File: config.mk
export PLATFORM = sky130hd
export DESIGN_NAME = tls_sni_extractor_core
export DESIGN_NICKNAME = d
export VERILOG_FILES = /design/src/design/tse_pkg.sv /design/src/design/tls_sni_extractor_core.sv /design/src/design/tse_out_queue.sv
export SDC_FILE = /design/constraint.sdc
export NUM_CORES = 1
export LEC_CHECK = 0
export BUFFER_PORTS_ARGS = -buffer_cell sky130_fd_sc_hd__buf_2
export CORE_UTILIZATION = 50
export DETAILED_ROUTE_END_ITERATION = 8
export PLACE_DENSITY = 0.79
export REMOVE_ABC_BUFFERS = 1
export SETUP_SLACK_MARGIN = 0.5
export SYNTH_ARGS = -nofsm -noshare
export SYNTH_HDL_FRONTEND = slang
export SYNTH_SLANG_ARGS = --single-unit
File: constraint.sdc
create_clock -name clk -period 4.2 [get_ports clk]
set_input_delay 0.84 -clock clk [delete_from_list [all_inputs] [get_ports clk]]
set_output_delay 0.84 -clock clk [all_outputs]
set_load 0.01 [all_outputs]
File: src/design/tse_pkg.sv
`default_nettype none

package tse_pkg;

  // Parser phases, one-hot.
  typedef enum logic [22:0] {
    PH_REC    = 23'd1 << 0,
    PH_RECHDR = 23'd1 << 1,
    PH_HSTYPE = 23'd1 << 2,
    PH_FIXED  = 23'd1 << 3,
    PH_SIDLEN = 23'd1 << 4,
    PH_SID    = 23'd1 << 5,
    PH_CSHI   = 23'd1 << 6,
    PH_CSLO   = 23'd1 << 7,
    PH_CS     = 23'd1 << 8,
    PH_CMLEN  = 23'd1 << 9,
    PH_CM     = 23'd1 << 10,
    PH_EXLHI  = 23'd1 << 11,
    PH_EXLLO  = 23'd1 << 12,
    PH_ETHI   = 23'd1 << 13,
    PH_ETLO   = 23'd1 << 14,
    PH_ELHI   = 23'd1 << 15,
    PH_ELLO   = 23'd1 << 16,
    PH_EXBODY = 23'd1 << 17,
    PH_SNIPRE = 23'd1 << 18,
    PH_NLHI   = 23'd1 << 19,
    PH_NLLO   = 23'd1 << 20,
    PH_NAME   = 23'd1 << 21,
    PH_DONE   = 23'd1 << 22
  } phase_t;

  // Protocol constants.
  localparam logic [7:0]  RECORD_HANDSHAKE = 8'h16;
  localparam logic [7:0]  HS_CLIENT_HELLO  = 8'h01;
  localparam logic [15:0] EXT_SERVER_NAME  = 16'h0000;
  localparam logic [15:0] RECHDR_SKIP      = 16'd4;
  // Handshake length (3), version (2) and the 32-byte random.
  localparam logic [15:0] FIXED_SKIP       = 16'd37;
  // Extension length (2), list length (2) and name type (1).
  localparam logic [15:0] SNIPRE_SKIP      = 16'd5;
  localparam logic [16:0] EXT_HDR_BYTES    = 17'd4;

  // Result kinds.
  localparam logic KIND_NAME    = 1'b0;
  localparam logic KIND_VERDICT = 1'b1;

  // Result queue sizing.
  localparam int QUEUE_DEPTH    = 4;
  localparam int QUEUE_IDX_BITS = 2;

  typedef struct packed {
    logic        kind;
    logic [7:0]  name_byte;
    logic        found;
    logic [15:0] name_offset;
    logic [15:0] name_length;
    logic        complete;
    logic        last;
  } result_t;

endpackage

`default_nettype wire

File: src/design/tls_sni_extractor_core.sv
// Channel  Direction  Ports                          Contents
// s        in         s_tvalid s_tready s_tdata      payload byte, tlast = last byte
//                     s_tlast
// m        out        m_tvalid m_tready m_tdata      name byte or verdict, tuser = kind,
//                     m_tuser m_tlast                tlast = verdict
//
// One input byte is accepted per cycle while s_tready is high; its results enter
// the output queue at the same clock edge and are offered on m from the queue.
// A byte yields at most two results (a name byte and the verdict), so the last
// byte of a packet that ends inside the name yields two output results.
// s_tready drops only when the four-entry output queue has fewer than two free
// slots, that is when m_tready has been held low.
// Reset (rst, synchronous) empties the queue and returns the parser to the
// record type byte.
`default_nettype none

module tls_sni_extractor_core #(
  parameter int POSITION_BITS = 16
) (
  input  wire         clk,
  input  wire         rst,
  input  wire         s_tvalid,
  output logic        s_tready,
  input  wire  [7:0]  s_tdata,   // [7:0] data_byte
  input  wire         s_tlast,   // last_byte
  output logic        m_tvalid,
  input  wire         m_tready,
  // [7:0] name_byte, [8] found, [24:9] name_offset, [40:25] name_length,
  // [41] complete, [47:42] zero
  output logic [47:0] m_tdata,
  output logic        m_tuser,   // kind
  output logic        m_tlast    // last
);

  localparam logic [POSITION_BITS-1:0] POS_MAX = '1;

  // Parser state.
  tse_pkg::phase_t          phase, phase_next;
  logic [POSITION_BITS-1:0] pos, pos_next;
  logic [15:0]              skip, skip_next;
  logic [7:0]               hold, hold_next;
  logic [15:0]              ext_left, ext_left_next;
  logic                     found, found_next;
  logic [POSITION_BITS-1:0] saved_off, saved_off_next;
  logic [15:0]              saved_len, saved_len_next;

  logic                     accept;
  logic [15:0]              word;
  logic [16:0]              ext_cost;
  logic [15:0]              skip_dec;
  logic                     start_skip;
  tse_pkg::phase_t          start_phase;
  logic [15:0]              start_len;
  logic                     dec_skip;
  logic                     name_emit;
  tse_pkg::result_t         name_res;
  tse_pkg::result_t         verdict_res;
  tse_pkg::result_t         push_first;
  tse_pkg::result_t         push_second;
  logic [1:0]               push_count;
  logic                     space_ok;
  tse_pkg::result_t         out_res;

  // Phase that follows a finished skip.
  function automatic tse_pkg::phase_t after_skip(tse_pkg::phase_t ph, logic ext_empty);
    tse_pkg::phase_t r;
    unique case (ph)
      tse_pkg::PH_RECHDR: r = tse_pkg::PH_HSTYPE;
      tse_pkg::PH_FIXED:  r = tse_pkg::PH_SIDLEN;
      tse_pkg::PH_SID:    r = tse_pkg::PH_CSHI;
      tse_pkg::PH_CS:     r = tse_pkg::PH_CMLEN;
      tse_pkg::PH_CM:     r = tse_pkg::PH_EXLHI;
      tse_pkg::PH_EXBODY: r = ext_empty ? tse_pkg::PH_DONE : tse_pkg::PH_ETHI;
      tse_pkg::PH_SNIPRE: r = tse_pkg::PH_NLHI;
      default:            r = tse_pkg::PH_DONE;
    endcase
    return r;
  endfunction

  assign accept   = s_tvalid && s_tready;
  assign s_tready = space_ok;
  assign word     = {hold, s_tdata};
  assign ext_cost = {1'b0, word} + tse_pkg::EXT_HDR_BYTES;
  assign skip_dec = (skip != 16'd0) ? skip - 16'd1 : 16'd0;

  // Per-byte parser step.
  always_comb begin
    phase_next     = phase;
    skip_next      = skip;
    hold_next      = hold;
    ext_left_next  = ext_left;
    found_next     = found;
    saved_off_next = saved_off;
    saved_len_next = saved_len;
    start_skip     = 1'b0;
    start_phase    = tse_pkg::PH_DONE;
    start_len      = 16'd0;
    dec_skip       = 1'b0;
    name_emit      = 1'b0;

    unique case (phase)
      tse_pkg::PH_REC: begin
        if (s_tdata == tse_pkg::RECORD_HANDSHAKE) begin
          start_skip  = 1'b1;
          start_phase = tse_pkg::PH_RECHDR;
          start_len   = tse_pkg::RECHDR_SKIP;
        end else begin
          phase_next = tse_pkg::PH_DONE;
        end
      end
      tse_pkg::PH_HSTYPE: begin
        if (s_tdata == tse_pkg::HS_CLIENT_HELLO) begin
          start_skip  = 1'b1;
          start_phase = tse_pkg::PH_FIXED;
          start_len   = tse_pkg::FIXED_SKIP;
        end else begin
          phase_next = tse_pkg::PH_DONE;
        end
      end
      tse_pkg::PH_SIDLEN: begin
        start_skip  = 1'b1;
        start_phase = tse_pkg::PH_SID;
        start_len   = {8'd0, s_tdata};
      end
      tse_pkg::PH_CSHI: begin
        hold_next  = s_tdata;
        phase_next = tse_pkg::PH_CSLO;
      end
      tse_pkg::PH_CSLO: begin
        start_skip  = 1'b1;
        start_phase = tse_pkg::PH_CS;
        start_len   = word;
      end
      tse_pkg::PH_CMLEN: begin
        start_skip  = 1'b1;
        start_phase = tse_pkg::PH_CM;
        start_len   = {8'd0, s_tdata};
      end
      tse_pkg::PH_EXLHI: begin
        hold_next  = s_tdata;
        phase_next = tse_pkg::PH_EXLLO;
      end
      tse_pkg::PH_EXLLO: begin
        ext_left_next = word;
        phase_next    = (word == 16'd0) ? tse_pkg::PH_DONE : tse_pkg::PH_ETHI;
      end
      tse_pkg::PH_ETHI: begin
        hold_next  = s_tdata;
        phase_next = tse_pkg::PH_ETLO;
      end
      tse_pkg::PH_ETLO: begin
        if (word == tse_pkg::EXT_SERVER_NAME) begin
          start_skip  = 1'b1;
          start_phase = tse_pkg::PH_SNIPRE;
          start_len   = tse_pkg::SNIPRE_SKIP;
        end else begin
          phase_next = tse_pkg::PH_ELHI;
        end
      end
      tse_pkg::PH_ELHI: begin
        hold_next  = s_tdata;
        phase_next = tse_pkg::PH_ELLO;
      end
      tse_pkg::PH_ELLO: begin
        // The remaining extension bytes stop at zero rather than wrap.
        if (ext_cost >= {1'b0, ext_left}) begin
          ext_left_next = 16'd0;
        end else begin
          ext_left_next = ext_left - ext_cost[15:0];
        end
        start_skip  = 1'b1;
        start_phase = tse_pkg::PH_EXBODY;
        start_len   = word;
      end
      tse_pkg::PH_NLHI: begin
        hold_next  = s_tdata;
        phase_next = tse_pkg::PH_NLLO;
      end
      tse_pkg::PH_NLLO: begin
        found_next     = 1'b1;
        saved_len_next = word;
        saved_off_next = (pos == POS_MAX) ? POS_MAX : pos + POSITION_BITS'(1);
        start_skip     = 1'b1;
        start_phase    = tse_pkg::PH_NAME;
        start_len      = word;
      end
      tse_pkg::PH_NAME: begin
        name_emit = 1'b1;
        dec_skip  = 1'b1;
      end
      tse_pkg::PH_RECHDR, tse_pkg::PH_FIXED, tse_pkg::PH_SID, tse_pkg::PH_CS,
      tse_pkg::PH_CM, tse_pkg::PH_EXBODY, tse_pkg::PH_SNIPRE: begin
        dec_skip = 1'b1;
      end
      default: begin
        phase_next = tse_pkg::PH_DONE;
      end
    endcase

    // A zero-length field is passed over at once.
    if (start_skip) begin
      if (start_len == 16'd0) begin
        phase_next = after_skip(start_phase, ext_left_next == 16'd0);
        skip_next  = 16'd0;
      end else begin
        phase_next = start_phase;
        skip_next  = start_len;
      end
    end

    // Count down a skip or name field.
    if (dec_skip) begin
      if (skip_dec == 16'd0) begin
        phase_next = after_skip(phase, ext_left == 16'd0);
        skip_next  = 16'd0;
      end else begin
        skip_next = skip_dec;
      end
    end
  end

  assign pos_next = (pos == POS_MAX) ? pos : pos + POSITION_BITS'(1);

  // Results of this byte.
  always_comb begin
    name_res           = '0;
    name_res.kind      = tse_pkg::KIND_NAME;
    name_res.name_byte = s_tdata;

    verdict_res             = '0;
    verdict_res.kind        = tse_pkg::KIND_VERDICT;
    verdict_res.found       = found_next;
    verdict_res.name_offset = found_next ? 16'(saved_off_next) : 16'd0;
    verdict_res.name_length = found_next ? saved_len_next : 16'd0;
    verdict_res.complete    = found_next && (phase_next != tse_pkg::PH_NAME);
    verdict_res.last        = 1'b1;

    push_first  = name_emit ? name_res : verdict_res;
    push_second = verdict_res;
    push_count  = accept ? (2'(name_emit) + 2'(s_tlast)) : 2'd0;
  end

  // Parser registers; the packet end returns them to their start values.
  always_ff @(posedge clk) begin
    if (rst || (accept && s_tlast)) begin
      phase     <= tse_pkg::PH_REC;
      pos       <= '0;
      skip      <= '0;
      hold      <= '0;
      ext_left  <= '0;
      found     <= 1'b0;
      saved_off <= '0;
      saved_len <= '0;
    end else if (accept) begin
      phase     <= phase_next;
      pos       <= pos_next;
      skip      <= skip_next;
      hold      <= hold_next;
      ext_left  <= ext_left_next;
      found     <= found_next;
      saved_off <= saved_off_next;
      saved_len <= saved_len_next;
    end
  end

  // Output queue decouples the two sides.
  tse_out_queue u_queue (
    .clk         (clk),
    .rst         (rst),
    .push_count  (push_count),
    .push_first  (push_first),
    .push_second (push_second),
    .space_ok    (space_ok),
    .out_valid   (m_tvalid),
    .out_ready   (m_tready),
    .out_data    (out_res)
  );

  assign m_tdata = {6'd0, out_res.complete, out_res.name_length, out_res.name_offset,
                    out_res.found, out_res.name_byte};
  assign m_tuser = out_res.kind;
  assign m_tlast = out_res.last;

endmodule

`default_nettype wire

File: src/design/tse_out_queue.sv
`default_nettype none

// Small result queue: up to two results written per cycle, one read per cycle while out_ready is high.
module tse_out_queue (
  input  wire                    clk,
  input  wire                    rst,
  input  wire  [1:0]             push_count,
  input  wire  tse_pkg::result_t push_first,
  input  wire  tse_pkg::result_t push_second,
  output logic                   space_ok,
  output logic                   out_valid,
  input  wire                    out_ready,
  output tse_pkg::result_t       out_data
);

  localparam int IB = tse_pkg::QUEUE_IDX_BITS;

  tse_pkg::result_t slots [tse_pkg::QUEUE_DEPTH];
  logic [IB-1:0] head;
  logic [IB-1:0] tail;
  logic [IB:0]   count;
  logic          pop;

  // Room for two more results is required before taking an input item.
  assign space_ok  = count <= (IB+1)'(tse_pkg::QUEUE_DEPTH - 2);
  assign out_valid = count != '0;
  assign out_data  = slots[head];
  assign pop       = out_valid && out_ready;

  // Pointers and fill level.
  always_ff @(posedge clk) begin
    if (rst) begin
      head  <= '0;
      tail  <= '0;
      count <= '0;
    end else begin
      if (pop) begin
        head <= head + IB'(1);
      end
      tail  <= tail + IB'(push_count);
      count <= count + (IB+1)'(push_count) - (IB+1)'(pop);
    end
  end

  // Result storage.
  always_ff @(posedge clk) begin
    if (push_count != 2'd0) begin
      slots[tail] <= push_first;
    end
    if (push_count == 2'd2) begin
      slots[tail + IB'(1)] <= push_second;
    end
  end

endmodule

`default_nettype wire

==> implementation parameters, run 1 <==
Parameter                              Value

Status
  Outcome    finished, violations left
  Violations in the final reports    design-rule violations

Critical path
  Kind of end point of the critical path    register
  Crit path kind    input port to register
  Cell count of the worst reg-to-reg path    10
  Source of the worst register-to-register timing path    ext_left[0]
  Critical path required time    between 4 and 5 ns
  Setup slack, reg-to-reg    0.67 ns
  WP data arrival    4.00 ns
  Endpoint of the lowest-slack register-to-register path    phase[13]
  Max FO, Critical Path    4
  Worst Setup Start Kind    input port

CTS
  Number of buffers on the longest clock path    3
  Clock input transition at the sequential cells of the worst setup and hold paths    0.06 ns
  Clk root buf    clkbuf_16
  Number of buffers added to fix hold violations after cts    0
  CTS tree    done
  CTS H-tree lvls    1
  Clk sinks    293
  Number of buffers created by CTS    30
  Skew-Pair Late Insertion Delay    0.56 ns

Logic synthesis
  Synth Register Bits    293
  Mean cell area of the mapped netlist    9.44 sq um
  Cell area after technology mapping    15800 sq um
  Post-synth EDFFs    roughly 140
  Gate Count Post-Synth    1672
  Share of flip-flops with an asynchronous set or reset after synthesis    0%
  Sequential area share after synthesis    between 40% and 50%
  Distinct cells, synth    85
  Most used flip-flop cell after synthesis    dfxtp_1
  Number of warning messages in the yosys log    0

Drt
  Average wire per cell in the routed design    19.8 microns
  Residual antenna-violating net count after detailed routing    0
  Total detailed-routing wirelength    roughly 43000 microns
  Vias/cell    6.11
  First-pass detailed-route iteration total    9
  Total number of vias    13100
  DRC viols    2
  Drt first-iter violations    1225

Finish
  Share of layout cells above drive strength 1    17.0%
  Core utilization of the finished layout    58.2%
  Most common library cell in the layout ignoring fill and taps    nor2_1
  Inserted Diodes    0
  Count of filler cells inserted in the layout    2593
  FF/Latch Area    about 7200 sq um
  Nets    1783
  Area of the multi-input gates    ~8100 sq um
  Leading cell types in the layout, fill and taps excluded    nor2_1 (278), dfxtp_1 (154), nand2_1 (153)
  Area growth from synthesis to final layout    13.7%

Global routing
  Initial antenna violation count    0
  Vias in the first global route    12700
  Global-route usage over all layers    26.1%
  Pin count of the biggest net entering global routing    62
  Congestion Overflow GR    0
  Wire length of the first global-routing pass    67500 microns

Power and ir drop
  Power density over the cells    448 nW/um^2
  Worst vdd rail ir drop    329 uV
  Static leakage    6.56 nW

Floorplanning
  Die Footprint    32300 sq um
  Number of placement rows    64
  Horizontal die dimension    180 microns
  Floorplan die height    180 microns
  Number of placed I/O pins    65
  Core ar.    ~30000 sq um
  Initial core utilization    51.2%

Timing
  Measured slew at the worst slew-check pin    1.00 ns
  Worst rel slew slack    33.2%
  Setup repair after global routing missed its margin    no
  Timing-limited maximum frequency    0.279 GHz
  Final-report setup violation count    0
  Worst clock skew    0.0200 ns
  Shortest period the worst path allows    around 3.6 ns
  Worst Setup Slack, final    0.621 ns
  Total count of max-transition violations in the final report    0
  Final clock period utilization by the worst path    85.2%
  Number of hold-slack violations in the final timing report    0

Worst hold path
  Worst Hold Launch    saved_len[2]
  Hold Path End    saved_len[2]
  Path type of the worst min-delay path    register to register
  Hold Crit Depth    2

Placed design
  Setup slack after placement    -0.0974 ns
  Number of buffers added on ports    between 50 and 60
  Routability-driven placement congestion ratio    slightly below 1
  DPL Wire Length    roughly 28000 microns

Flow run
  Number of max-cap violations    0
through the flow:
stage / power (W) / std cells / hold WS [ns] / TNS (ns) / area (sq um)
final: 0.00804 / 2147 / 0.450 / 0 / 17900
after global routing: 0.00835 / 2147 / 0.476 / 0 / 17900
after CTS: 0.00799 / 2145 / 0.453 / 0 / 17800
after detailed placement: 0.00532 / 2089 / 0.445 / -0.0974 / 16800
after global placement: 0.00529 / 2089 / 0.435 / -0.0663 / 16800
after floorplan: 0.00463 / 1563 / 0.429 / -47.80 / 15300
power breakdown:
| group | leakage (nW) | internal (W) | switching (W) |
|---|---|---|---|
| registers | 2.46 | 0.00313 | 0.000164 |
| logic | 3.59 | 0.000875 | 0.00117 |
| clock network | 0.501 | 0.00157 | 0.00114 |
| total | 6.56 | 0.00557 | 0.00247 |
cell usage after synthesis, types with 28 or more instances:
cell	count	area, sq um
ha_1	41	513
xor2_1	33	289
mux4_2	43	968
nand3_1	51	255
edfxtp_1	136	4080
a21oi_1	123	616
nor2_1	279	1050
dfxtp_1	157	3140
nor3_1	45	225
nand2_1	154	578
o21ai_0	32	160
inv_1	54	203
xnor2_1	28	245
nor2b_1	31	194
clkbuf_1	86	323
sequential cells by signal, summed over array words and instances (netlist names), named ones only:
name,count
skip,16
u_queue.tail,2
phase,23
u_queue.count,3
found,1
u_queue.slots,172
saved_len,16
saved_off,16
pos,16
ext_left,16
u_queue.head,2
hold,8
worst max-delay path, stage by stage:
cell and delay, ns:
buf_2 0.12, buf_4 0.14, nand3_1 0.10, xnor2_2 0.16, ha_1 0.33, buf_4 0.17
a221oi_4 0.34, xnor2_2 0.13, or4_4 0.43, or4_1 0.52, or4_4 0.43, a211oi_2 0.20
a21oi_1 0.10
cell families after synthesis:
kind of cell / count (synthesis) / synth area share, %
and+or+nand+nor: 727 / 22.3
AOI/OAI and AO/OA: 309 / 12.9
DFF: 293 / 45.8
buffers and inverters: 169 / 4.29
muxes: 69 / 7.81
xor gates and xnor gates: 61 / 3.39
adders and majority gates: 43 / 3.50
other: 1 / 0.0238
repair_timing:
action | in CTS | in global routing
pin swaps | 0 | 6
setup endpoints to repair | 113 | 304
hold endpoints to repair | 0 | 0
buffers inserted | 0 | 2
resized for setup | 5 | 37
worst max-delay path by stage:
stage               slack [ns]                    to  startpoint
detailed placement        -0.1             phase[13]  s_tdata[2]
floorplan                -0.37  u_queue.slots[0][23]    phase[8]
global route              0.49             phase[13]  s_tdata[2]
CTS                       0.43  u_queue.slots[2][21]    phase[8]
global placement         -0.07             phase[13]  s_tdata[0]
finish                    0.62             phase[13]  s_tdata[2]
final cells by class:
| type | instances | share of cell area (%) |
|---|---|---|
| multi-input cells | 1215 | 45.2 |
| flip-flops and latches | 293 | 40.3 |
| repair buffers | 132 | 5.03 |
| clock buffers | 42 | 4.83 |
| well taps | 396 | 2.76 |
| inverters | 55 | 1.15 |
| clock inverters | 14 | 0.746 |
routing by layer:
layer,track usage (%),wire length (microns),vias up,part of all wire [%]
li1,-,-,6124,-
met1,32.7,17100,6320,40
met2,45.5,20700,568,49
met3,4.34,3430,104,8.0
met4,9.17,1410,0,3.3
met5,0,0,-,0
(Power assumes the default switching activity.)
==> inputs of run 2 (changes only) <==
PLACE_DENSITY = 0.77   (was 0.79)
clock period = 4.3 ns   (was 4.2 ns; I/O delays follow)
==> implementation parameters, run 2 (same netlist as run 1, synthesis figures left out) <==
Parameter                              Value

Finish
  Area of the multi-input gates    8030 sq um (was 8100 sq um)
  Register ranked first by flip-flop count    u_queue.slots (unchanged)
  Filler-free cell count of the finished design    2136 (was 2147)
  Nets    1771 (was 1783)
  FF/Latch Area    7230 sq um (unchanged)
  Area growth from synthesis to final layout    13.0% (was 13.7%)
  Most common library cell in the layout ignoring fill and taps    nor2_1 (unchanged)
  Flip-flop count of the largest register after layout    172 (unchanged)
  Count of filler cells inserted in the layout    2579 (was 2593)
  Share of layout cells above drive strength 1    15.7% (was 17.0%)
  Registers with the most flip-flops    u_queue.slots (172), phase (23) (unchanged)
  Inserted Diodes    0 (unchanged)
  Leading cell types in the layout, fill and taps excluded    nor2_1 (279), dfxtp_1 (154), nand2_1 (153) (was nor2_1 (278), dfxtp_1 (154), nand2_1 (153))

Drt
  Vias/cell    6.11 (about the same)
  First-pass detailed-route iteration total    9 (unchanged)
  Total detailed-routing wirelength    41900 microns (was 42600 microns)
  Residual antenna-violating net count after detailed routing    0 (unchanged)
  Drt first-iter violations    1361 (was 1225)
  Average wire per cell in the routed design    19.6 microns (was 19.8 microns)
  Total number of vias    13000 (was 13100)
  DRC viols    8 (was 2)

Timing
  Worst clock skew    0.0151 ns (was 0.0200 ns)
  Number of hold-slack violations in the final timing report    0 (unchanged)
  Final clock period utilization by the worst path    approximately 87%
  Shortest period the worst path allows    about 3.7 ns
  Total count of max-transition violations in the final report    0 (unchanged)
  Setup TNS    0 ns (unchanged)
  Worst rel slew slack    26.7% (was 33.2%)
  Final-report setup violation count    0 (unchanged)
  Measured slew at the worst slew-check pin    1.10 ns (was 1.00 ns)
  Timing-limited maximum frequency    0.268 GHz
  Setup repair after global routing missed its margin    yes (was no)

CTS
  CTS H-tree lvls    1 (unchanged)
  Number of buffers added to fix hold violations after cts    0 (unchanged)
  Number of buffers on the longest clock path    3 (unchanged)
  Clk sinks    293 (unchanged)
  Clock input transition at the sequential cells of the worst setup and hold paths    0.06 ns (about the same)
  Number of buffers created by CTS    31 (was 30)
  Clk root buf    clkbuf_16 (unchanged)
  CTS tree    done (unchanged)
  Skew-Pair Late Insertion Delay    0.56 ns (about the same)

Critical path
  Kind of end point of the critical path    register (unchanged)
  Startpoint of the worst setup timing path    phase[0] (was s_tdata[2])
  Slowest-stage cell, CP    nor4_2 (was or4_1)
  Max stage delay on crit path    0.63 ns (was 0.52 ns)
  WP data arrival    4.18 ns (was 4.00 ns)
  Worst-path cell chain    nor4_2 -> nand3_2 -> nor4b_1 -> nor4_2 -> nand3_1 -> o31a_1 -> a21boi_0 -> o21a_1 (was buf_2 -> buf_4 -> nand3_1 -> xnor2_2 -> ha_1 -> buf_4 -> a221oi_4 -> xnor2_2 -> or4_4 -> or4_1 -> or4_4 -> a211oi_2 -> a21oi_1)
  Crit path kind    register to register (was input port to register)
  Critical path buffers and inverters    0 (was 3)
  Worst Setup Start Kind    register (was input port)
  Source of the worst register-to-register timing path    phase[0] (was ext_left[0])
  Critical path required time    4.76 ns (was 4.62 ns)
  Cell type with the highest occurrence count on the critical path    nor4_2
  Max FO, Critical Path    13 (was 4)
  Gate family responsible for the most delay along the worst path    simple AND/OR/NAND/NOR gates (unchanged)

Placed design
  DPL Wire Length    27700 microns (was 28300 microns)
  Routability-driven placement congestion ratio    0.945 (was 0.961)
  Number of buffers added on ports    58 (unchanged)
  Number of placed instances with taps included    2077 (was 2089)

Floorplanning
  Number of placement rows    64 (unchanged)
  Die Footprint    32300 sq um (unchanged)
  Core ar.    30800 sq um (unchanged)
  Floorplan die height    180 microns (unchanged)
  Number of placed I/O pins    65 (unchanged)
  Horizontal die dimension    180 microns (unchanged)
  Initial core utilization    51.2% (unchanged)

Power and ir drop
  Static leakage    6.50 nW (was 6.56 nW)
  Power density over the cells    443 nW/um^2 (was 448 nW/um^2)
  Flop pwr share    40.9% (was 41.0%)
  P_int    0.00550 W (was 0.00557 W)
  Part of the total power dissipated in combinational logic    24.6% (was 25.4%)
  Worst vdd rail ir drop    290 uV (was 329 uV)
  Switching power    0.00239 W (was 0.00247 W)
  Switching share of power    30.3% (was 30.7%)
  Part of the power in the clock network    34.5% (was 33.7%)

Flow run
  Number of max-cap violations    0 (unchanged)

Global routing
  Pin count of the biggest net entering global routing    52 (was 62)
  Initial antenna violation count    0 (unchanged)
  Vias in the first global route    12700 (about the same)
  Congestion Overflow GR    0 (unchanged)
  Global-route usage over all layers    25.5% (was 26.1%)
  Wire length of the first global-routing pass    66400 microns (was 67500 microns)

Status
  Outcome    finished, violations left (unchanged)
  Violations in the final reports    design-rule violations (unchanged)

Worst hold path
  Worst Hold Launch    saved_len[11] (was saved_len[2])
  Path type of the worst min-delay path    register to register (unchanged)
[run 2: repair_timing]
item	CTS	global route
setup endpoints to repair	0	282
setup buffers	0	1
gates resized for setup	0	21
[run 2: routing by layer]
metal / global-route usage, % / vias to the layer above / wire length (microns)
met2: 43.9 / 552 / 20100
met3: 4.60 / 113 / 3300
li1: - / 6112 / -
met1: 32.3 / 6266 / 17300
met5: 0 / - / 0
met4: 9.00 / 0 / 1320
[run 2: path summary, 6_finish.rpt]
check / endpoint / slack (ns) / cells after the start
max: skip[6] / 0.58 / 8
min reg2reg: saved_len[11] / 0.45 / 2
max reg2reg: skip[6] / 0.58 / 8
min: saved_len[11] / 0.45 / 2
[run 2: power groups by stage]
stage | logic (W) | registers [W] | clock network, W
final | 0.00194 | 0.00323 | 0.00272
after global routing | 0.00209 | 0.00325 | 0.00287
after CTS | 0.00191 | 0.00322 | 0.00275
after detailed placement | 0.00190 | 0.00328 | 0
after global placement | 0.00188 | 0.00327 | 0
after floorplan | 0.00125 | 0.00328 | 0
[run 2: stage by stage]
| step | setup WS, ns | power [W] | util [%] | hold slack (ns) | area, sq um |
|---|---|---|---|---|---|
| finish | 0.575 | 0.00790 | 57.8 | 0.448 | 17800 |
| global route | 0.477 | 0.00822 | 57.8 | 0.474 | 17800 |
| CTS | 0.509 | 0.00789 | 57.5 | 0.453 | 17700 |
| detailed placement | 0.0537 | 0.00518 | 54.0 | 0.444 | 16700 |
| global placement | 0.109 | 0.00515 | 54.0 | 0.436 | 16700 |
| floorplan | -0.267 | 0.00453 | - | 0.429 | 15300 |
[run 2: layout make-up]
class                      instances  share of cell area [%]
sequential                       293                    40.5
timing repair buffer             119                    4.57
inverter                          55                    1.16
multi-input combinational       1215                    45.0
clock buffer                      45                    5.21
tap                              396                    2.78
clock inverter                    13                   0.723
[run 2: worst reg2reg max path, stage by stage, from the launching register on]
cell and delay, ns:
dfxtp_1 0.42, nor4_2 0.63, nand3_2 0.35, nor4b_1 0.57
nor4_2 0.15, nand3_1 0.52, o31a_1 0.60, a21boi_0 0.18
o21a_1 0.21
